## src/rtl/assert_macros.svh

```systemverilog
// ----------------------------------------------------------------------------
// Assertion macros
// Shared concurrent assertion forms for clocked checks with async reset.
// ----------------------------------------------------------------------------
`ifndef ASSERT_MACROS_SVH
`define ASSERT_MACROS_SVH

// same-cycle implication
`define ASSERT_IMPLIES(label, clk, rst_n, ante, cons, msg) \
    label: assert property (@(posedge clk) disable iff (!rst_n) (ante) |-> (cons)) \
        else $error(msg);

// next-cycle implication
`define ASSERT_NEXT(label, clk, rst_n, ante, cons, msg) \
    label: assert property (@(posedge clk) disable iff (!rst_n) (ante) |=> (cons)) \
        else $error(msg);

`endif

```

## src/rtl/lzsd_pkg.sv

```systemverilog
// ----------------------------------------------------------------------------
// lzsd_pkg
// Types and constants shared by the LZSS decompressor modules.
// ----------------------------------------------------------------------------
package lzsd_pkg;

    localparam int WIN_BITS    = 10;
    localparam int WINDOW_SIZE = 1 << WIN_BITS;
    localparam int MLEN_BITS   = 7;

    localparam logic [WIN_BITS-1:0]  WINDOW_START_RESET = 10'h3BE;
    localparam logic [7:0]           FLAG_FILL          = 8'hFF;
    localparam logic [MLEN_BITS-1:0] MATCH_LEN_BIAS     = 7'd3;

    localparam logic [1:0] REG_OUTPUT_LENGTH = 2'd0;
    localparam logic [1:0] REG_WINDOW_START  = 2'd1;

    typedef enum logic [1:0] {
        OP_START,
        OP_LITERAL,
        OP_MATCH
    } op_t;

    typedef struct packed {
        op_t                  op;
        logic [WIN_BITS-1:0]  data;
        logic [MLEN_BITS-1:0] len;
        logic                 done;
    } cmd_t;

endpackage

```

## src/rtl/lzsd_fifo.sv

```systemverilog
// ----------------------------------------------------------------------------
// lzsd_fifo
// Small command queue between parser and copy engine.
// ----------------------------------------------------------------------------
module lzsd_fifo import lzsd_pkg::*; #(
    parameter int DEPTH = 4
) (
    input  logic clk,
    input  logic rst_n,
    input  logic push,
    input  cmd_t push_cmd,
    output logic full,
    input  logic pop,
    output logic empty,
    output cmd_t head
);

    localparam int PTR_W = (DEPTH > 1) ? $clog2(DEPTH) : 1;
    localparam int CNT_W = $clog2(DEPTH + 1);

    cmd_t             slots_reg [DEPTH];
    logic [PTR_W-1:0] wr_ptr_reg, rd_ptr_reg;
    logic [CNT_W-1:0] count_reg;
    logic             do_push, do_pop;

    assign full    = (count_reg == CNT_W'(DEPTH));
    assign empty   = (count_reg == '0);
    assign head    = slots_reg[rd_ptr_reg];
    assign do_push = push && !full;
    assign do_pop  = pop && !empty;

    always_ff @(posedge clk)
    begin
        if (do_push)
        begin
            slots_reg[wr_ptr_reg] <= push_cmd;
        end
    end

    always_ff @(posedge clk or negedge rst_n)
    begin
        if (!rst_n)
        begin
            wr_ptr_reg <= '0;
            rd_ptr_reg <= '0;
            count_reg  <= '0;
        end
        else
        begin
            if (do_push)
            begin
                wr_ptr_reg <= (wr_ptr_reg == PTR_W'(DEPTH - 1)) ? '0 : wr_ptr_reg + 1'b1;
            end
            if (do_pop)
            begin
                rd_ptr_reg <= (rd_ptr_reg == PTR_W'(DEPTH - 1)) ? '0 : rd_ptr_reg + 1'b1;
            end
            if (do_push && !do_pop)
            begin
                count_reg <= count_reg + 1'b1;
            end
            else if (do_pop && !do_push)
            begin
                count_reg <= count_reg - 1'b1;
            end
        end
    end

endmodule

```

## config.mk

```make
export PLATFORM = sky130hd
export DESIGN_NAME = lzsd_fifo
export DESIGN_NICKNAME = d
export VERILOG_FILES = /design/src/rtl/assert_macros.svh /design/src/rtl/lzsd_pkg.sv /design/src/rtl/lzsd_fifo.sv
export SDC_FILE = /design/constraint.sdc
export NUM_CORES = 1
export LEC_CHECK = 0
export BUFFER_PORTS_ARGS = -buffer_cell sky130_fd_sc_hd__buf_2
export CELL_PAD_IN_SITES_DETAIL_PLACEMENT = 0
export CELL_PAD_IN_SITES_GLOBAL_PLACEMENT = 2
export CORE_MARGIN = 3
export CORE_UTILIZATION = 40
export CTS_CLUSTER_DIAMETER = 30
export DETAILED_ROUTE_END_ITERATION = 16
export PLACE_DENSITY_LB_ADDON = 0.1
export SYNTH_ARGS = -nofsm -noshare
export SYNTH_HDL_FRONTEND = slang
export SYNTH_SLANG_ARGS = --single-unit
```

## constraint.sdc

```tcl
create_clock -name clk -period 2.3 [get_ports clk]
set_clock_uncertainty 0.05 [all_clocks]
set_input_delay 0.345 -clock clk [delete_from_list [all_inputs] [get_ports clk]]
set_output_delay 0.345 -clock clk [all_outputs]
set_load 0.05 [all_outputs]
```

# After elaboration in Yosys (flattened, before gate mapping)
# Memory sizes are Yosys's and may differ from the RTL's.
# Index checks and enable logic that the tools add are counted.
[totals]
memories = 1
ramBits = 80
input_bits = 24
latchBits = 0
register_bits = 7
rom_bits = 0
[memory_table]
columns = ["name", "depth", "word_bits", "read_ports", "rd_clocked_by_memory_dff", "wr", "line_no", "source"]
rows = [
  ["slots_reg", 4, 20, 1, 0, 1, "lzsd_fifo.sv:21", "cmd_t slots_reg [DEPTH];"],
]
[op_classes]
bitwise_logic = 0
n_shift = 0
div_mod_pow = 0
mul = 0
n_mux = 6
reduce_logical = 10
n_eq_ne = 3
magnitude_cmp = 0
n_addsub = 4
[op_table]
columns = ["operator", "count"]
rows = [
  ["2-to-1 mux 3 bit", 2],
  ["adder 2 x 1 -> 2 bit (second input constant)", 2],
  ["equality test 2 bit (second input constant)", 2],
  ["logical AND 1 bit", 4],
  ["zero test 1 bit", 4],
  ["2-to-1 mux 2 bit", 2],
  ["adder 3 x 1 -> 3 bit (second input constant)", 1],
  ["equality test 3 bit (second input constant)", 1],
  ["zero test 3 bit", 1],
  ["subtractor 3 x 1 -> 3 bit (second input constant)", 1],
  ["2-to-1 mux 1 bit", 2],
  ["nonzero test 2 bit", 1],
]

# Logic depth before layout (Yosys ltp)
[depth]
word_depth = 7
mapped_depth = 8
mapped_depth_nobuf = 8

# Worst setup path after synthesis
# Ideal clock, no wire load.
[synth_path]
path_type = "reg-to-reg"
start = "reg count_reg[0]"
end = "reg count_reg[1]"
path_stages_with_launch = 7
setup_slack_ns = -0.021
required_ns = 2.122
arrival_time_ns = 2.143
path_buffers = 0
period_less_slack_ns = 2.321
cell_sequence = "dfrtp_1 -> nor3b_4 -> nor2b_4 -> ha_1 -> inv_1 -> fa_1 -> mux2_1"
[synth_between]
elab_chain_len = 6
[synth_lines]
columns = ["item", "line_no", "source"]
rows = [
  ["start, declared", "lzsd_fifo.sv:23", "logic [CNT_W-1:0] count_reg;"],
  ["start signal, assigned", "lzsd_fifo.sv:60", "count_reg <= count_reg + 1'b1;"],
  ["start signal, assigned", "lzsd_fifo.sv:64", "count_reg <= count_reg - 1'b1;"],
  ["equality test 3 bit (*)", "lzsd_fifo.sv:26", "assign full = (count_reg == CNT_W'(DEPTH));"],
  ["net full", "lzsd_fifo.sv:12", "output logic full,"],
  ["zero test 1 bit (*)", "lzsd_fifo.sv:29", "assign do_push = push && !full;"],
  ["logical AND 1 bit (*)", "lzsd_fifo.sv:29", ""],
  ["net do_push", "lzsd_fifo.sv:24", "logic do_push, do_pop;"],
  ["zero test 1 bit", "lzsd_fifo.sv:62", "else if (do_pop && !do_push)"],
  ["logical AND 1 bit", "lzsd_fifo.sv:62", ""],
  ["nonzero test 2 bit (no line)", "-", ""],
]
# Mark *: on every way through the listed nets, which the timed path passes. The rest lies on a longest branch. The select of a mux whose other input is x is not followed.
# A chain may end at the register's enable or synchronous reset.

==> reports/metrics.yaml <==
logic_synthesis:
  synthTopCellsByCount: "80 x edfxtp_1, 20 x mux4_2, 7 x dfrtp_1"
  yosys.area.top_type: "edfxtp_1"
  ys_types: 21
  synth_top_area_share_pct: 71.9
  synth.net_count: 172
  synth.most_common_cell: "edfxtp_1"
  ys_seq_area_share_pct: 77.2
  synth_compound_area_share_pct: 0.599
  async_reset_ff_share_pct: 8.05
  synthAdderAreaFrac_pct: 2.85
  yosys-top-cells-area: "edfxtp_1 72%, mux4_2 13%, dfrtp_1 5.2%, ha_1 2.2%, mux2_4 0.90%"
  netlist_instances: 141
  avgSynthCellArea_um2: 23.7
  yosys.area_share.simple_pct: 2.28
  synth_flop_cell: "edfxtp_1"
  synthMuxAreaShare_pct: 15.1
  synth_top_family_by_area: "multiplexers"
  ys_ff_latch: 87
  synth-xor-area-share_pct: 0.787
  synth-edff-count: 80
  ys_warn_count: 0
  synthesis.area_mm2: 0.00334
timing:
  max_slew_margin_pct: 77.5
  worst_slew_pin_slew_ns: 0.337
  max_freq_mhz: 472
  fin_tns_setup_ns: 0
  rsz0062_at_grt: "no"
  fin_crit_ns: 2.12
  setup_viol: 0
  slew_viol_final: 0
  finalCritPeriodShare_pct: 92.2
  hold_violations: 0
  fin_ws_ns: 0.180
setup_path:
  cp_slowest_cell: "mux4_2"
  rr_worst_depth: 6
  startpoint: "rd_ptr_reg[0]"
  crit_type: "flop to output pin"
  cp-start-kind: "flop"
  crit_arrival_ns: 1.73
  crit_chain: "buf_12 > mux4_2 > buf_2"
  max_stage_delay_ns: 0.54
  worstPathRequired_ns: 1.90
  endpoint: "head[8]"
  cp_max_fo: 23
  crit_path_end_kind: "output pin"
  r2r-start: "count_reg[1]"
  r2r_end: "count_reg[1]"
  worst-r2r-setup-slack_ns: 0.25
floorplan:
  pin_count: 46
  rows: 32
  dieArea_mm2: 0.00948
  core_region_area_mm2: 0.00793
  fp.dieH_um: 97.4
  start_util_pct: 42.1
  chipWidth_um: 97.4
clock_network:
  htree_levels: 3
  cts_buffers: 9
  cts_tree: "built"
  cts_resized: 0
  cts_root_buffer: "clkbuf_8"
  clock_latency_ns: 0.34
  clk_pin_slew_ns: 0.08
  cts_sinks: 87
  clockBufferDepth: 2
grt:
  grt_use_total_pct: 12.8
  grt_pass1_vias: 1671
  grt_overflow: 0
  grt_pass1_wl_um: 9120
  grt_max_degree: 24
  antenna_found_initial: 0
final_layout:
  synthToLayoutAreaGrowth_pct: 17.9
  antenna-diode-count: 0
  largest_reg_flops: 80
  final-seq-area_mm2: 0.00258
  multi_input_comb_area_um2: 723
  final_nets: 236
  layout-drive-gt1-share_pct: 45.7
  fillers: 676
power_and_ir_drop:
  powerDensity_mw_per_mm2: 1400
  leakagePower_nw: 1.41
  vdd_ir_drop_max_uv: 686
route:
  drtPass1Iterations: 4
  ant_nets: 0
  drc: 0
  routedWlPerCell_um: 18.0
  wl_um: 5610
  avgViaCountPerCell: 5.00
  vias: 1559
  first_iter_violations: 71
run:
  cap_violations: 0
worst_hold_path:
  hold_class: "input pin to flop"
  min_path_cells: 1
place:
  place_congestion: 0.732
  post-place-ws_ns: 0.250
  port_buffers: 45
  hpwl_um: 3730
outcome:
  outcome: "completed"
-- where the power goes --
group	internal [mW]	leakage (nW)	total [mW]	switching, mW
sequential	2.11	0.813	2.25	0.139
combinational	0.805	0.515	2.37	1.57
clock	0.398	0.0826	0.899	0.501
total	3.31	1.41	5.52	2.21
-- critical path: cells and delay by family (launching register included) --
family	cells	cell delay [ns]
multiplexers	1	0.54
buffers and inverters	2	0.46
flip-flops	1	0.38
-- final cells by class --
cell class	instances	share of cell area, %
inverter	3	0.286
multi-input combinational	47	18.4
clock buffer	12	3.43
clock inverter	4	0.763
sequential	87	65.5
timing repair buffer	57	8.39
tap	102	3.24
-- cells in the final DEF, fill, tap and decap left out --
| cell | count |
|---|---|
| mux2_4 | 2 |
| inv_6 | 1 |
| clkbuf_1 | 3 |
| dfrtp_2 | 2 |
| ha_1 | 6 |
| buf_4 | 10 |
| dfrtp_1 | 5 |
| o31ai_2 | 1 |
| a21o_1 | 1 |
| nor3b_4 | 1 |
| edfxtp_1 | 80 |
| buf_12 | 1 |
| xnor2_1 | 1 |
| fa_1 | 1 |
| nor2_2 | 1 |
| nor2_1 | 2 |
| mux4_2 | 20 |
| inv_1 | 3 |
| nor3_1 | 2 |
| and2_1 | 3 |
| xor2_1 | 2 |
| clkbuf_8 | 9 |
| clkinv_4 | 2 |
| nand2_1 | 1 |
| mux2_1 | 2 |
| nor2b_4 | 1 |
| buf_2 | 45 |
| dlygate4sd3_1 | 1 |
| clkinv_1 | 1 |
-- cells by family (layout without fill, tap and decap cells) --
family / Yosys count / count (layout)
flops: 87 / 87
mux: 24 / 24
simple gates: 11 / 11
fa+ha+maj: 7 / 7
buf+inv: 7 / 76
xor+xnor: 3 / 3
compound gates: 2 / 2
-- stage by stage --
step                      hold WS, ns  utilization [%]  instance area (µm²)  power [mW]  cells
after floorplan             -0.000591                -                 3340        4.10    141
after global placement          0.137             47.5                 3760        4.63    295
after detailed placement        0.145             47.5                 3760        4.70    295
after CTS                       0.139             49.7                 3940        5.61    312
after global routing            0.146             49.7                 3940        5.82    312
final                           0.162             49.7                 3940        5.52    312
-- how the worst min path moves through the flow --
stage / from / endpoint / slack, ns
6_report: push_cmd[4] / slots_reg[0][4] / 0.16
5_1_grt: push_cmd[3] / slots_reg[3][3] / 0.15
2_1_floorplan: rst_n / count_reg[0] / -0.0006
3_3_place_gp: rst_n / count_reg[2] / 0.14
4_1_cts: push_cmd[18] / slots_reg[2][18] / 0.14
3_5_place_dp: rst_n / wr_ptr_reg[0] / 0.14
-- timing repair --
item	CTS	global route
hold endpoints to repair	7	0
setup buffers	0	0
hold buffers	1	0
-- routing by layer --
layer / track usage [%] / part of all wire [%]
met2: 21.0 / 51
met4: 6.39 / 2.0
met3: 3.52 / 5.8
met5: 0 / 0
met1: 15.7 / 41
Power figures use the tool's default switching activity.
