File: src/rtl/assert_macros.svh
// ----------------------------------------------------------------------------
// Assertion macros
// Shared concurrent assertion forms for clocked checks with async reset.
// ----------------------------------------------------------------------------
`ifndef ASSERT_MACROS_SVH
`define ASSERT_MACROS_SVH

// same-cycle implication
`define ASSERT_IMPLIES(label, clk, rst_n, ante, cons, msg) \
    label: assert property (@(posedge clk) disable iff (!rst_n) (ante) |-> (cons)) \
        else $error(msg);

// next-cycle implication
`define ASSERT_NEXT(label, clk, rst_n, ante, cons, msg) \
    label: assert property (@(posedge clk) disable iff (!rst_n) (ante) |=> (cons)) \
        else $error(msg);

`endif

File: src/rtl/lzsd_pkg.sv
// ----------------------------------------------------------------------------
// lzsd_pkg
// Types and constants shared by the LZSS decompressor modules.
// ----------------------------------------------------------------------------
package lzsd_pkg;

    localparam int WIN_BITS    = 10;
    localparam int WINDOW_SIZE = 1 << WIN_BITS;
    localparam int MLEN_BITS   = 7;

    localparam logic [WIN_BITS-1:0]  WINDOW_START_RESET = 10'h3BE;
    localparam logic [7:0]           FLAG_FILL          = 8'hFF;
    localparam logic [MLEN_BITS-1:0] MATCH_LEN_BIAS     = 7'd3;

    localparam logic [1:0] REG_OUTPUT_LENGTH = 2'd0;
    localparam logic [1:0] REG_WINDOW_START  = 2'd1;

    typedef enum logic [1:0] {
        OP_START,
        OP_LITERAL,
        OP_MATCH
    } op_t;

    typedef struct packed {
        op_t                  op;
        logic [WIN_BITS-1:0]  data;
        logic [MLEN_BITS-1:0] len;
        logic                 done;
    } cmd_t;

endpackage

File: src/rtl/lzsd_front.sv
// ----------------------------------------------------------------------------
// lzsd_front
// Token parser: holds config, tracks flags and remaining length, and issues
// start, literal and match commands.
// ----------------------------------------------------------------------------
module lzsd_front import lzsd_pkg::*; #(
    parameter int LENGTH_BITS = 24,
    parameter int CFG_WIDTH   = 24
) (
    input  logic                 clk,
    input  logic                 rst_n,
    input  logic                 in_valid,
    output logic                 in_ready,
    input  logic [7:0]           in_byte,
    input  logic                 stream_start,
    input  logic                 cfg_valid,
    output logic                 cfg_ready,
    input  logic [1:0]           cfg_index,
    input  logic [CFG_WIDTH-1:0] cfg_data,
    input  logic                 q_full,
    output logic                 cmd_push,
    output cmd_t                 cmd
);

    localparam logic [1:0] PH_FLAG   = 2'd0;
    localparam logic [1:0] PH_TOKEN  = 2'd1;
    localparam logic [1:0] PH_MATCH2 = 2'd2;

    logic [LENGTH_BITS-1:0] out_len_reg;
    logic [WIN_BITS-1:0]    win_start_reg;
    logic [15:0]            flags_reg, flags_next;
    logic [1:0]             phase_reg, phase_next;
    logic [7:0]             pol_reg, pol_next;
    logic [LENGTH_BITS-1:0] rem_reg, rem_next;

    logic                   accept;
    logic [MLEN_BITS-1:0]   mlen;
    logic [LENGTH_BITS-1:0] mlen_ext;
    logic [15:0]            flags_shift;

    assign in_ready  = !q_full;
    assign cfg_ready = 1'b1;
    assign accept    = in_valid && in_ready;

    always_comb
    begin
        flags_next  = flags_reg;
        phase_next  = phase_reg;
        pol_next    = pol_reg;
        rem_next    = rem_reg;
        cmd_push    = 1'b0;
        cmd.op      = OP_START;
        cmd.data    = win_start_reg;
        cmd.len     = '0;
        cmd.done    = 1'b0;
        mlen        = {1'b0, in_byte[5:0]} + MATCH_LEN_BIAS;
        mlen_ext    = LENGTH_BITS'(mlen);
        flags_shift = {1'b0, flags_reg[15:1]};

        if (accept)
        begin
            if (stream_start)
            begin
                flags_next = '0;
                phase_next = PH_FLAG;
                pol_next   = '0;
                rem_next   = out_len_reg;
                cmd_push   = 1'b1;
            end
            if (rem_next != '0)
            begin
                unique case (phase_next)
                    PH_TOKEN:
                    begin
                        if (flags_next[0])
                        begin
                            cmd_push = 1'b1;
                            cmd.op   = OP_LITERAL;
                            cmd.data = WIN_BITS'(in_byte);
                            cmd.len  = MLEN_BITS'(1);
                            rem_next = rem_next - LENGTH_BITS'(1);
                            cmd.done = (rem_next == '0);
                            if (!cmd.done)
                            begin
                                flags_next = flags_shift;
                                phase_next = flags_shift[8] ? PH_TOKEN : PH_FLAG;
                            end
                        end
                        else
                        begin
                            pol_next   = in_byte;
                            phase_next = PH_MATCH2;
                        end
                    end
                    PH_MATCH2:
                    begin
                        cmd_push = 1'b1;
                        cmd.op   = OP_MATCH;
                        cmd.data = {in_byte[7:6], pol_reg};
                        if (mlen_ext >= rem_next)
                        begin
                            cmd.len  = rem_next[MLEN_BITS-1:0];
                            cmd.done = 1'b1;
                            rem_next = '0;
                        end
                        else
                        begin
                            cmd.len    = mlen;
                            rem_next   = rem_next - mlen_ext;
                            flags_next = flags_shift;
                            phase_next = flags_shift[8] ? PH_TOKEN : PH_FLAG;
                        end
                    end
                    default:
                    begin
                        flags_next = {FLAG_FILL, in_byte};
                        phase_next = PH_TOKEN;
                    end
                endcase
            end
        end
    end

    always_ff @(posedge clk or negedge rst_n)
    begin
        if (!rst_n)
        begin
            out_len_reg   <= '0;
            win_start_reg <= WINDOW_START_RESET;
            flags_reg     <= '0;
            phase_reg     <= PH_FLAG;
            pol_reg       <= '0;
            rem_reg       <= '0;
        end
        else
        begin
            flags_reg <= flags_next;
            phase_reg <= phase_next;
            pol_reg   <= pol_next;
            rem_reg   <= rem_next;
            if (cfg_valid && cfg_ready)
            begin
                case (cfg_index)
                    REG_OUTPUT_LENGTH: out_len_reg   <= cfg_data[LENGTH_BITS-1:0];
                    REG_WINDOW_START:  win_start_reg <= cfg_data[WIN_BITS-1:0];
                    default:           ;
                endcase
            end
        end
    end

endmodule

File: config.mk
export PLATFORM = sky130hd
export DESIGN_NAME = lzsd_front
export DESIGN_NICKNAME = d
export VERILOG_FILES = /design/src/rtl/assert_macros.svh /design/src/rtl/lzsd_pkg.sv /design/src/rtl/lzsd_front.sv
export SDC_FILE = /design/constraint.sdc
export NUM_CORES = 1
export LEC_CHECK = 0
export ABC_AREA = 1
export BUFFER_PORTS_ARGS = -buffer_cell sky130_fd_sc_hd__buf_2
export CAP_MARGIN = 15
export CORE_ASPECT_RATIO = 0.8
export CORE_MARGIN = 3
export CORE_UTILIZATION = 52
export CTS_CLUSTER_SIZE = 8
export DETAILED_ROUTE_END_ITERATION = 12
export HOLD_SLACK_MARGIN = 0.08
export PLACE_DENSITY = 0.74
export SYNTH_ARGS = -nofsm -noshare
export SYNTH_HDL_FRONTEND = slang
export SYNTH_SLANG_ARGS = --single-unit
export TNS_END_PERCENT = 1
File: constraint.sdc
create_clock -name clk -period 6.2 [get_ports clk]
set_input_delay 0.93 -clock clk [delete_from_list [all_inputs] [get_ports clk]]
set_output_delay 0.93 -clock clk [all_outputs]
set_load 0.05 [all_outputs]
# [After elaboration in Yosys (flattened, before gate mapping)]
# Cells that the tools add are included.
[classes] reduce_logical=7 n_mux=36 eq_ne=3 n_lt_le_gt_ge=1 add_sub_neg=3
[ops] operator="24-bit two-way mux" count=5
[ops] operator="16-bit two-way mux" count=6
[ops] operator="24-bit one-hot mux with 2 select lines" count=1
[ops] operator="20-bit two-way mux" count=2
[ops] operator="20-bit one-hot mux with 2 select lines" count=1
[ops] operator="8-bit two-way mux" count=4
[ops] operator="16-bit one-hot mux with 2 select lines" count=1
[ops] operator="7-bit by 24-bit greater-or-equal comparator with 1-bit output" count=1
[ops] operator="24-bit logical NOT" count=1
[ops] operator="24-bit nonzero test" count=1
[ops] operator="24-bit by 1-bit subtractor with 24-bit output (second input constant)" count=1
[ops] operator="24-bit by 7-bit subtractor with 24-bit output" count=1
[ops] operator="19-bit two-way mux" count=1
[ops] operator="2-bit two-way mux" count=6
[ops] operator="6-bit by 2-bit adder with 7-bit output (second input constant)" count=1
[ops] operator="7-bit two-way mux" count=1
[ops] operator="1-bit two-way mux" count=6
[ops] operator="2-bit by 1-bit == test with 1-bit output (second input constant)" count=2
[ops] operator="2-bit one-hot mux with 2 select lines" count=1
[ops] operator="2-bit AND reduction" count=2
[ops] operator="2-bit == test (second input constant)" count=1
[ops] operator="2-bit logical NOT" count=1
[ops] operator="1-bit one-hot mux with 2 select lines" count=1
[ops] operator="1-bit logical AND" count=1
[ops] operator="1-bit logical NOT" count=1
[totals] input_bits=40 wordCells=56 out_inout_bits=23 ff_bits=84

# [Logic depth before layout (Yosys ltp)]
# Gate-level depths: netlist of the first run.
[logic_depth] ltp_word=9 ltp_mapped=25 ltp_nobuf=23

# [Least setup slack after synthesis of the first run]
# Ideal clock, no wire load.
[synth_path] path_kind="in2out" start="input port stream_start" end="output port cmd[1] (netlist name)" t_arrival_ns=3.871 n_path_buf=2 setup_slack_ns=1.399 required_ns=5.270 stages=15 path_cell_list="buf_6 buf_6 nand2_1 nand2_2 ha_1 fa_1 o21ai_0 a21oi_1 nand2_1 o41ai_1 nand2_1 nand2_2 nor2_1 inv_2 o22ai_1"
[synth_lines] item="start, declared" line="lzsd_front.sv:15" text="input logic stream_start,"
[synth_lines] item="end, declared" line="lzsd_front.sv:22" text="output cmd_t cmd"

==> summary.txt, run 1 <==
Critical path
  – Slowest CP cell: fa_1
  – Critical Path RT: 5270 ps
  – CP Cell Sequence: buf_2 -> buf_4 -> nand2_1 -> nand2_2 -> ha_1 -> fa_1 -> o21ai_0 -> a21oi_1 -> nand2_1 -> o41ai_1 -> nand2_1 -> inv_1 -> nand2_2 -> inv_1 -> a21oi_1 -> o22ai_1 -> buf_2
  – Critical Path Max Stage Delay: 410 ps
  – Worst setup EP type: output pin
  – Nature of the critical path startpoint: primary input
  – Crit path kind: in -> out
  – Crit path top cell by count: nand2_1
  – CP Max Fanout: 19
  – CP arrival: approximately 4300 ps

Placed design
  – HPWL Detailed: about 16000 µm
  – Inst Count DP: about 1300
  – Placed cell area: 7360 µm²
  – Gpl congestion: 1.02
  – I/O Buffers: between 60 and 70

Global route
  – Initial antenna violation count: 0
  – First-pass GRT wire length: 35200 µm
  – Gr ovfl total: 0
  – Vias in the first global route: 6614
  – Largest net degree at the start of global routing: 64
  – Gr usage total: 30.2%

Clock tree
  – CTS buffer count: 9
  – Post-cts resize count: 0
  – CTS max path bufs: 2
  – CTS tree: yes
  – Clk_lat worst skew: approximately 360 ps
  – Cts hold-fix bufs: 0
  – CTS sink cnt: 84
  – Setup bufs post-CTS: 0
  – Root Driver: clkbuf_16
  – Clock slew at reported path FFs: 70 ps
  – Htree depth: 3

STA
  – Final hold violations: 0
  – Max-slew violations: 0
  – Setup Viol. Count Final: 0
  – Period utilization: 84.9%
  – Slew HR: 43.3%
  – Worst-margin pin slew: 851 ps
  – Clock Skew: 7.91 ps
  – Setup Total Neg Slack: 0 ps
  – RSZ-0062 raised after global routing: false
  – Crit path time final: ~5300 ps
  – Peak Freq: 190 MHz

Floorplan
  – Core Box Area: 13000 µm²
  – Rows: 37
  – Die height: 110 µm
  – Die X: 136 µm
  – I/O pin count: 63
  – Die area: 14900 µm²
  – Starting Density: 53.7%

Synth
  – Top-count cell post-synth: nand2_1
  – Synth top area share: 27.2%
  – Synth Warn #: 0
  – Post-Synth XOR/XNOR Area: between 2 and 2.5%
  – Post-Synth Simple-Gate Area: 35.3%
  – Main combinational cell family by area after synthesis: simple AND/OR/NAND/NOR gates
  – Cell count after synthesis: 1066
  – Async SR Flop Fraction: 100%
  – Synth Flop Type: dfrtp_1
  – Mux share of post-synthesis cell area: 0.806%
  – Dominant cell type by area after synthesis: dfrtp_1
  – Ranking of synthesized cells by area: dfrtp_1 27%, nand2_1 18%, inv_1 5.6%, o21ai_0 5.5%, nor2_1 4.9%
  – EDFF count, synth: 0
  – Syn avg cell area: ~6.6 µm²
  – Top cells by count, synth: 338 x nand2_1, 105 x inv_1, 91 x nor2_1
  – Compound-gate portion of the synthesized area: around a fifth
  – Synthesized-area fraction occupied by adder cells: 2.61%
  – #FFs+latches synth: 84
  – Synth Net Count: 1120
  – Netlist Area Pre-Place: approximately 7000 µm²
  – Register area share after synthesis: just over 30%
  – Synth cell types: between 50 and 60

Finish
  – FF+latch area: 2110 µm²
  – Diode count: 0
  – # fillers: around 1300
  – Finished Cell Area: approximately 7700 µm²
  – Multi-input logic area: approximately 4200 µm²
  – Layout Utilization: 58.9%
  – Layout Nets: approximately 1200
  – Share of cells above drive strength 1: 15.6%
  – Non-Filler Instances: 1289
  – Layout area overhead: 9.67%

Routing
  – Total number of vias: roughly 7300
  – Routed Wire Length: 21900 µm
  – Drt wl/cell: 17.0 µm
  – Initial DRC count: 915
  – Routed Antenna Nets: 0
  – Drc violations: 0
  – Drt first pass iters: 6
  – Via density: roughly 5.7

Power and ir drop
  – Sw Share: 43.2%
  – LEAKAGE: around 0.0037 µW
  – Worst vdd ir: 0.154 mV
  – Combinational power share: 40.9%
  – Flop pwr share: around a third
  – Sw Pwr: 955 µW
  – Pwr/cell area: 288 nW/µm²
  – Clock power frac: 25.7%
  – Int Power: 1260 µW

Outcome
  – Outcome: finished clean

Job
  – Max cap viols: 0

Min path
  – Hold WC Path Type: in -> async
[cell type report]
class	instances	share of cell area, %
well taps	175	2.86
clock inverters	7	1.03
multi-input cells	825	54.7
inverters	117	5.80
flip-flops and latches	84	27.6
repair buffers	72	5.09
clock buffers	9	2.94
[power by group through the flow]
stage          combinational, µW  clock [µW]  sequential (µW)
2_1_floorplan                674           0              722
3_3_place_gp                 883           0              744
3_5_place_dp                 881           0              746
4_1_cts                      887         580              738
5_1_grt                     1010         598              751
6_report                     903         567              740
[worst paths after layout]
path / start / to / slack (ps) / cells after the start
worst max-delay path: stream_start / cmd[1] / 930 / 17
worst min-delay path: rst_n / out_len_reg[20] / 440 / 1
worst max register to register: rem_reg[0] / rem_reg[6] / 2500 / 17
worst min register to register: phase_reg[0] / phase_reg[0] / 480 / 2
max in group asynchronous: rst_n / pol_reg[2] / 4620 / 2
min in group clk: phase_reg[0] / phase_reg[0] / 480 / 2
[routing by layer]
metal	up-vias	GRT usage, %	wire, µm
li1	3579	-	-
met2	347	45.3	9460
met4	0	8.78	490
met5	-	0	0
met3	41	5.35	1700
met1	3379	44.6	10200
[worst max-delay path: cells and delay by family]
kind / cells / cell delay [ps]
AND/OR/NAND/NOR: 5 / 1000
buffers and inverters: 5 / 880
AO/OA/AOI/OAI: 5 / 870
adder cells (fa/ha/maj): 2 / 640
[cell usage in the layout, fill, tap and decap left out, types with 3 or more instances in the layout]
cell type,count
inv_1,105
o2111ai_1,3
a221oi_1,8
nand4_1,8
nor3_1,6
a21oi_1,55
mux2_2,5
nand2_2,26
nand2_4,5
nand3_1,58
ha_1,13
nor2_1,91
buf_4,12
inv_6,6
o21ai_1,20
xnor2_1,4
o211ai_1,11
o21ai_0,77
buf_2,60
xor2_1,14
nor2_4,3
a31oi_1,7
nand2_1,338
clkbuf_16,9
a22oi_1,5
inv_2,9
nor3_2,3
a211oi_1,6
nor2_2,17
o22ai_1,8
nand3_2,3
o221ai_1,14
dfstp_2,8
dfrtp_1,76
[metrics by stage]
stage	hold slack, ps	total power [µW]	worst slack, ps
after floorplan	449	1400	1400
after global placement	466	1630	1160
after detailed placement	467	1630	1040
after CTS	446	2210	1030
after global routing	459	2360	734
final	441	2210	934
[logic make-up after synthesis]
kind of cell	Yosys count
mux	5
buf+inv	157
other cells	1
simple gates	564
xor+xnor	19
flops	84
compound gates	222
fa+ha+maj	14
No activity file was read; power rests on OpenSTA's default activity.
==> run 2, diff against run 1 <==
- PLACE_DENSITY: 0.74 -> 0.77
- clock period: 6.2 -> 4.4 ns (I/O delays scaled with it)
==> summary.txt, run 2 (same netlist as run 1, synthesis figures left out) <==
Routing
  – Drc violations: 0 (unchanged)
  – Initial DRC count: 1001 (+9.4%)
  – Drt wl/cell: 16.5 µm (-2.9%)
  – Drt first pass iters: 6 (unchanged)
  – Routed Antenna Nets: 0 (unchanged)
  – Routed Wire Length: 21600 µm (-1.4%)
  – Total number of vias: 7448 (+1.4%)
  – Via density: 5.69 (-0.16%)

Finish
  – Layout Nets: 1183 (+1.7%)
  – Commonest non-fill, non-tap cell in the layout: nand2_1
  – Commonest cells after routing, fill and taps aside: 338 x nand2_1, 105 x inv_1, 89 x nor2_1, 77 x o21ai_0, 76 x dfrtp_1
  – Layout area overhead: 12.9%
  – Diode count: 0 (unchanged)
  – # fillers: 1258 (-0.87%)
  – Share of cells above drive strength 1: 17.2% (+1.6 points)
  – Non-Filler Instances: 1309 (+1.6%)

Critical path
  – Slowest CP cell: clkbuf_4
  – CP Cell Sequence: buf_2 -> buf_4 -> nand2_1 -> nand2_2 -> ha_1 -> nand3_1 -> nor2_4 -> nand2_1 -> nor2_2 -> nand3_1 -> nand2_1 -> nand3_1 -> nor2_1 -> nand3_1 -> a21oi_1 -> clkbuf_4
  – Worst R2R Path Depth: 18 (+1)
  – R2R setup slack: 1200 ps (-1300 ps)
  – Worst setup EP type: output pin
  – Critical R2R Launch: out_len_reg[0]
  – Critical Path RT: 3740 ps (-1530 ps)
  – Crit path top cell by count: nand3_1
  – Nature of the critical path startpoint: primary input
  – CP Max Fanout: 8 (-11)
  – R2R Path End: rem_reg[6]
  – Critical Path Max Stage Delay: 260 ps (-150 ps)
  – CP arrival: 3530 ps (-810 ps)
  – Crit path kind: in -> out

Clock tree
  – Cts hold-fix bufs: 0 (unchanged)
  – CTS sink cnt: 84 (unchanged)
  – Root Driver: clkbuf_16
  – CTS tree: yes
  – CTS max path bufs: 2 (unchanged)
  – Clock slew at reported path FFs: 60 ps (about the same)
  – CTS buffer count: 9 (unchanged)
  – Htree depth: 3 (unchanged)
  – Clk_lat worst skew: 350 ps (about the same)

STA
  – Max-slew violations: 0 (unchanged)
  – Period utilization: 95.2%
  – Clock Skew: 5.58 ps (-2.33 ps)
  – Final hold violations: 0 (unchanged)
  – Crit path time final: between 4000 and 5000 ps
  – Worst-margin pin slew: 655 ps (-197 ps)
  – Slew HR: 56.2% (+13 points)
  – Final setup margin: 211 ps (-723 ps)
  – Setup Viol. Count Final: 0 (unchanged)
  – Peak Freq: 239 MHz

Power and ir drop
  – Worst vdd ir: 0.260 mV (+68%)
  – LEAKAGE: 0.00386 µW (+3.3%)
  – Pwr Total: 3200 µW (+45%)
  – Pwr/cell area: 406 nW/µm² (+41%)

Outcome
  – Outcome: finished clean

Placed design
  – Place WS: 251 ps (-794 ps)
  – HPWL Detailed: 16000 µm (-1.9%)
  – Gpl congestion: 1.03 (+1.6%)
  – Inst Count DP: 1289 (+1.3%)
  – I/O Buffers: 61 (unchanged)

Global route
  – Gr ovfl total: 0 (unchanged)
  – Gr usage total: 29.7% (-0.50 points)
  – Global-route track usage on met1: 43.5% (-1.1 points)
  – Largest net degree at the start of global routing: 85 (+33%)
  – Vias in the first global route: 6869 (+3.9%)
  – First-pass GRT wire length: 35100 µm (-0.38%)
  – Initial antenna violation count: 0 (unchanged)
  – GRT Max-Usage Layer: met2
  – Met2 Use GR: 44.4% (-0.92 points)
  – GR Util met3: 5.35% (unchanged)

Floorplan
  – Die height: 110 µm (unchanged)
  – Starting Density: 53.7% (unchanged)
  – Rows: 37 (unchanged)
  – Die area: 14900 µm² (unchanged)
  – Core Box Area: 13000 µm² (unchanged)
  – Die X: 136 µm (unchanged)
  – I/O pin count: 63 (unchanged)

Min path
  – Hold WC Path Type: in -> async

Job
  – Max cap viols: 0 (unchanged)
## run 2: cell count changes in the layout (fill, tap and decap cells not counted), sizes merged
cell      previous run  this run
inv                120       115
buf                 72        90
bufinv               1         2
clkinvlp             0         1
clkinv               3         4
clkbuf               9        13
## run 2: per-stage QoR
| step | instance area [µm²] | setup TNS (ps) | hold WS (ps) | utilization [%] |
|---|---|---|---|---|
| floorplan | 6990 | 0 | 364 | - |
| global placement | 7490 | 0 | 464 | 57.6 |
| detailed placement | 7490 | 0 | 477 | 57.6 |
| CTS | 7820 | 0 | 491 | 60.1 |
| global route | 7890 | -7.44 | 298 | 60.6 |
| finish | 7890 | 0 | 259 | 60.6 |
## run 2: final cells by class
cell class / instances / area (µm²) / share of cell area, %
Multi-Input combinational cell: 825 / 4200 / 53.3
Clock buffer: 11 / 243 / 3.08
Timing Repair Buffer: 92 / 578 / 7.33
Sequential cell: 84 / 2110 / 26.8
Inverter: 117 / 447 / 5.66
Clock inverter: 5 / 85.1 / 1.08
Tap cell: 175 / 219 / 2.78
## run 2: critical path, delay by kind of cell
| kind | cells | cell delay (ps) |
|---|---|---|
| simple gates | 11 | 1770 |
| fa+ha+maj | 1 | 220 |
| compound gates | 1 | 190 |
| buf+inv | 3 | 680 |
## run 2: where the power goes
group	switching, µW	leakage [µW]	total [µW]	internal [µW]
clock	330	0.000156	845	515
sequential	100	0.00101	1040	937
combinational	898	0.00269	1320	420
## run 2: timing repair
action / in CTS / in global routing
gates resized for setup: 0 / 6
setup buffers: 0 / 3
endpoints found under the setup margin: 0 / 2
## run 2: worst max path at each step
stage	to	startpoint	slack, ps	cells past startpoint
6_report	cmd[0]	stream_start	210	16
2_1_floorplan	cmd[1]	stream_start	140	15
3_3_place_gp	cmd[1]	in_byte[0]	260	22
3_5_place_dp	cmd[0]	stream_start	250	15
5_1_grt	cmd[1]	in_byte[0]	-7	22
4_1_cts	cmd[0]	stream_start	230	15
## run 2: layer usage
layer / vias to the layer above / routed length, µm / part of all wire [%]
met1: 3401 / 9730 / 45
met2: 379 / 9240 / 43
met4: 0 / 526 / 2.4
met5: - / 0 / 0
li1: 3619 / - / -
met3: 49 / 2080 / 9.7
==> run 3, diff against run 2 <==
==> constraint.sdc (replaced) <==
create_clock -name clk -period 4.4 [get_ports clk]
set_input_delay 0 -clock clk [delete_from_list [all_inputs] [get_ports clk]]
set_output_delay 0 -clock clk [all_outputs]
set_load 0.05 [all_outputs]
==> summary.txt, run 3 (same netlist as run 1, synthesis figures left out) <==
Clock tree
  – Root Driver: clkbuf_16
  – Clock slew at reported path FFs: 70 ps (about the same)
  – Htree depth: 3 (unchanged)
  – Clk_lat worst skew: 350 ps (about the same)
  – CTS max path bufs: 2 (unchanged)
  – CTS tree: yes
  – Setup bufs post-CTS: 0 (unchanged)
  – Post-cts resize count: 0 (unchanged)
  – Cts hold-fix bufs: 29 (+29)
  – CTS buffer count: 9 (unchanged)
  – CTS sink cnt: 84 (unchanged)

Routing
  – Via density: 5.69 (about the same)
  – Routed Antenna Nets: 0 (unchanged)
  – Top layer in use: met4
  – Total number of vias: 7487 (+0.52%)
  – Initial DRC count: 1202 (+20%)
  – Drc violations: 0 (unchanged)
  – Met1 wire length: 9770 µm (+0.40%)
  – Drt first pass iters: 6 (unchanged)
  – Drt wl/cell: 16.4 µm (-0.40%)
  – DR WL met3: 2160 µm (+3.8%)
  – Routed Wire Length: 21600 µm (+0.13%)
  – Met2 wire len: 9340 µm (+1.1%)

Floorplan
  – I/O pin count: 63 (unchanged)
  – Die area: 14900 µm² (unchanged)
  – Starting Density: 53.7% (unchanged)
  – Die height: 110 µm (unchanged)
  – Die X: 136 µm (unchanged)
  – Core Box Area: 13000 µm² (unchanged)
  – Rows: 37 (unchanged)

Finish
  – Layout Utilization: 61.2% (+0.57 points)
  – Diode count: 0 (unchanged)
  – Commonest non-fill, non-tap cell in the layout: nand2_1
  – Commonest cells after routing, fill and taps aside: 338 x nand2_1, 105 x inv_1, 91 x nor2_1, 77 x o21ai_0, 76 x dfrtp_1
  – Layout Nets: 1190 (+0.59%)
  – Share of cells above drive strength 1: 15.0% (-2.2 points)
  – Layout area overhead: 13.9%

STA
  – Max-slew violations: 0 (unchanged)
  – Final hold violations: 0 (unchanged)
  – Worst-margin pin slew: 1080 ps (+422 ps)
  – Clock Skew: 9.35 ps (+3.77 ps)
  – Peak Freq: 250 MHz (+4.5%)
  – Setup Viol. Count Final: 0 (unchanged)
  – Final hold slack: 118 ps (-140 ps)
  – Crit path time final: 4010 ps (-181 ps)
  – Slew HR: 28.0% (-28 points)
  – Setup Total Neg Slack: 0 ps (unchanged)
  – RSZ-0062 raised after global routing: false
  – Period utilization: 91.1% (-4.1 points)

Critical path
  – Worst R2R Path Depth: 17 (-1)
  – Crit path kind: in -> out
  – Worst setup EP type: output pin
  – R2R Path End: rem_reg[7]
  – Nature of the critical path startpoint: primary input
  – CP arrival: 4010 ps (+480 ps)
  – R2R setup slack: 900 ps (-300 ps)
  – Critical Path RT: 4400 ps (+660 ps)
  – CP Max Fanout: 16 (+8)
  – Critical R2R Launch: out_len_reg[0]

Power and ir drop
  – Combinational power share: 40.6% (-0.6 points)
  – Int Power: 1850 µW (-1.2%)
  – Pwr/cell area: 398 nW/µm² (-2.0%)
  – Sw Pwr: 1320 µW (-0.83%)
  – LEAKAGE: 0.00385 µW (-0.33%)
  – Flop pwr share: 32.7% (+0.3 points)
  – Clock power frac: 26.7% (+0.3 points)
  – Sw Share: 41.6% (+0.095 points)
  – Worst vdd ir: 0.209 mV (-19%)

Global route
  – Initial antenna violation count: 0 (unchanged)
  – Gr ovfl total: 0 (unchanged)
  – Vias in the first global route: 6722 (-2.1%)
  – Largest net degree at the start of global routing: 45 (-47%)
  – Gr usage total: 29.5% (-0.23 points)
  – First-pass GRT wire length: 34700 µm (-1.0%)

Placed design
  – HPWL Detailed: 16000 µm (+0.21%)
  – I/O Buffers: 61 (unchanged)
  – Gpl congestion: 1.04 (+0.24%)

Min path
  – Hold Path Stages: 5
  – Worst hold endpoint: flags_reg[5]
  – Hold Crit Start: in_byte[5]
  – Hold WC Path Type: in -> reg

Job
  – Max cap viols: 0 (unchanged)

Outcome
  – Outcome: finished clean
run 3: changes by cell type in the layout (fill, tap and decap cells not counted), sizes merged:
cell	previous run	this run
clkbuf	13	11
clkinvlp	1	2
dlygate4sd3	0	29
clkinv	4	2
inv	115	116
buf	90	70
run 3: how the worst max path moves through the flow:
stage | start | end | slack [ps] | depth (start not counted)
4_1_cts | in_byte[0] | cmd[1] | 480 | 17
3_5_place_dp | stream_start | cmd[1] | 650 | 17
5_1_grt | in_byte[0] | cmd[1] | 120 | 17
2_1_floorplan | out_len_reg[0] | cmd[1] | 1370 | 14
6_report | in_byte[0] | cmd[1] | 390 | 17
3_3_place_gp | stream_start | cmd[1] | 850 | 17
run 3: area by class of cell:
| type | instances | area (µm²) |
|---|---|---|
| Fill cell | 1235 | 5050 |
| Multi-Input combinational cell | 825 | 4190 |
| Sequential cell | 84 | 2110 |
| Timing Repair Buffer | 99 | 666 |
| Inverter | 117 | 444 |
| Clock buffer | 11 | 243 |
| Tap cell | 175 | 219 |
| Clock inverter | 5 | 83.8 |
run 3: power by group through the flow:
stage                     sequential [µW]  combinational, µW  clock [µW]
after floorplan                      1020                950           0
after global placement               1040               1230           0
after detailed placement             1050               1230           0
after CTS                            1040               1260         853
after global routing                 1060               1420         882
final                                1040               1290         844
run 3: critical path, stage by stage:
cell           delay (ps)
dlygate4sd3_1         530
buf_2                 160
inv_1                 150
ha_1                  360
inv_1                  80
fa_1                  430
o21ai_0               370
a21oi_1               130
nand2_1               170
o41ai_1               110
nand2_1                70
buf_4                 190
nand2_2               260
nor2_1                320
inv_2                 150
o22ai_1               230
buf_2                 300
run 3: stage by stage:
step	setup WS, ps	cells	area (µm²)	total power [µW]
6_report	392	1316	7960	3170
5_1_grt	124	1316	7960	3360
4_1_cts	481	1316	7960	3150
3_5_place_dp	651	1271	7340	2280
3_3_place_gp	854	1271	7340	2280
2_1_floorplan	1370	1066	6990	1970
run 3: layer usage:
layer / global-route usage [%] / vias to the layer above
li1: - / 3644
met1: 43.5 / 3427
met2: 45.3 / 376
met3: 5.44 / 40
met4: 6.04 / 0
met5: 0 / -
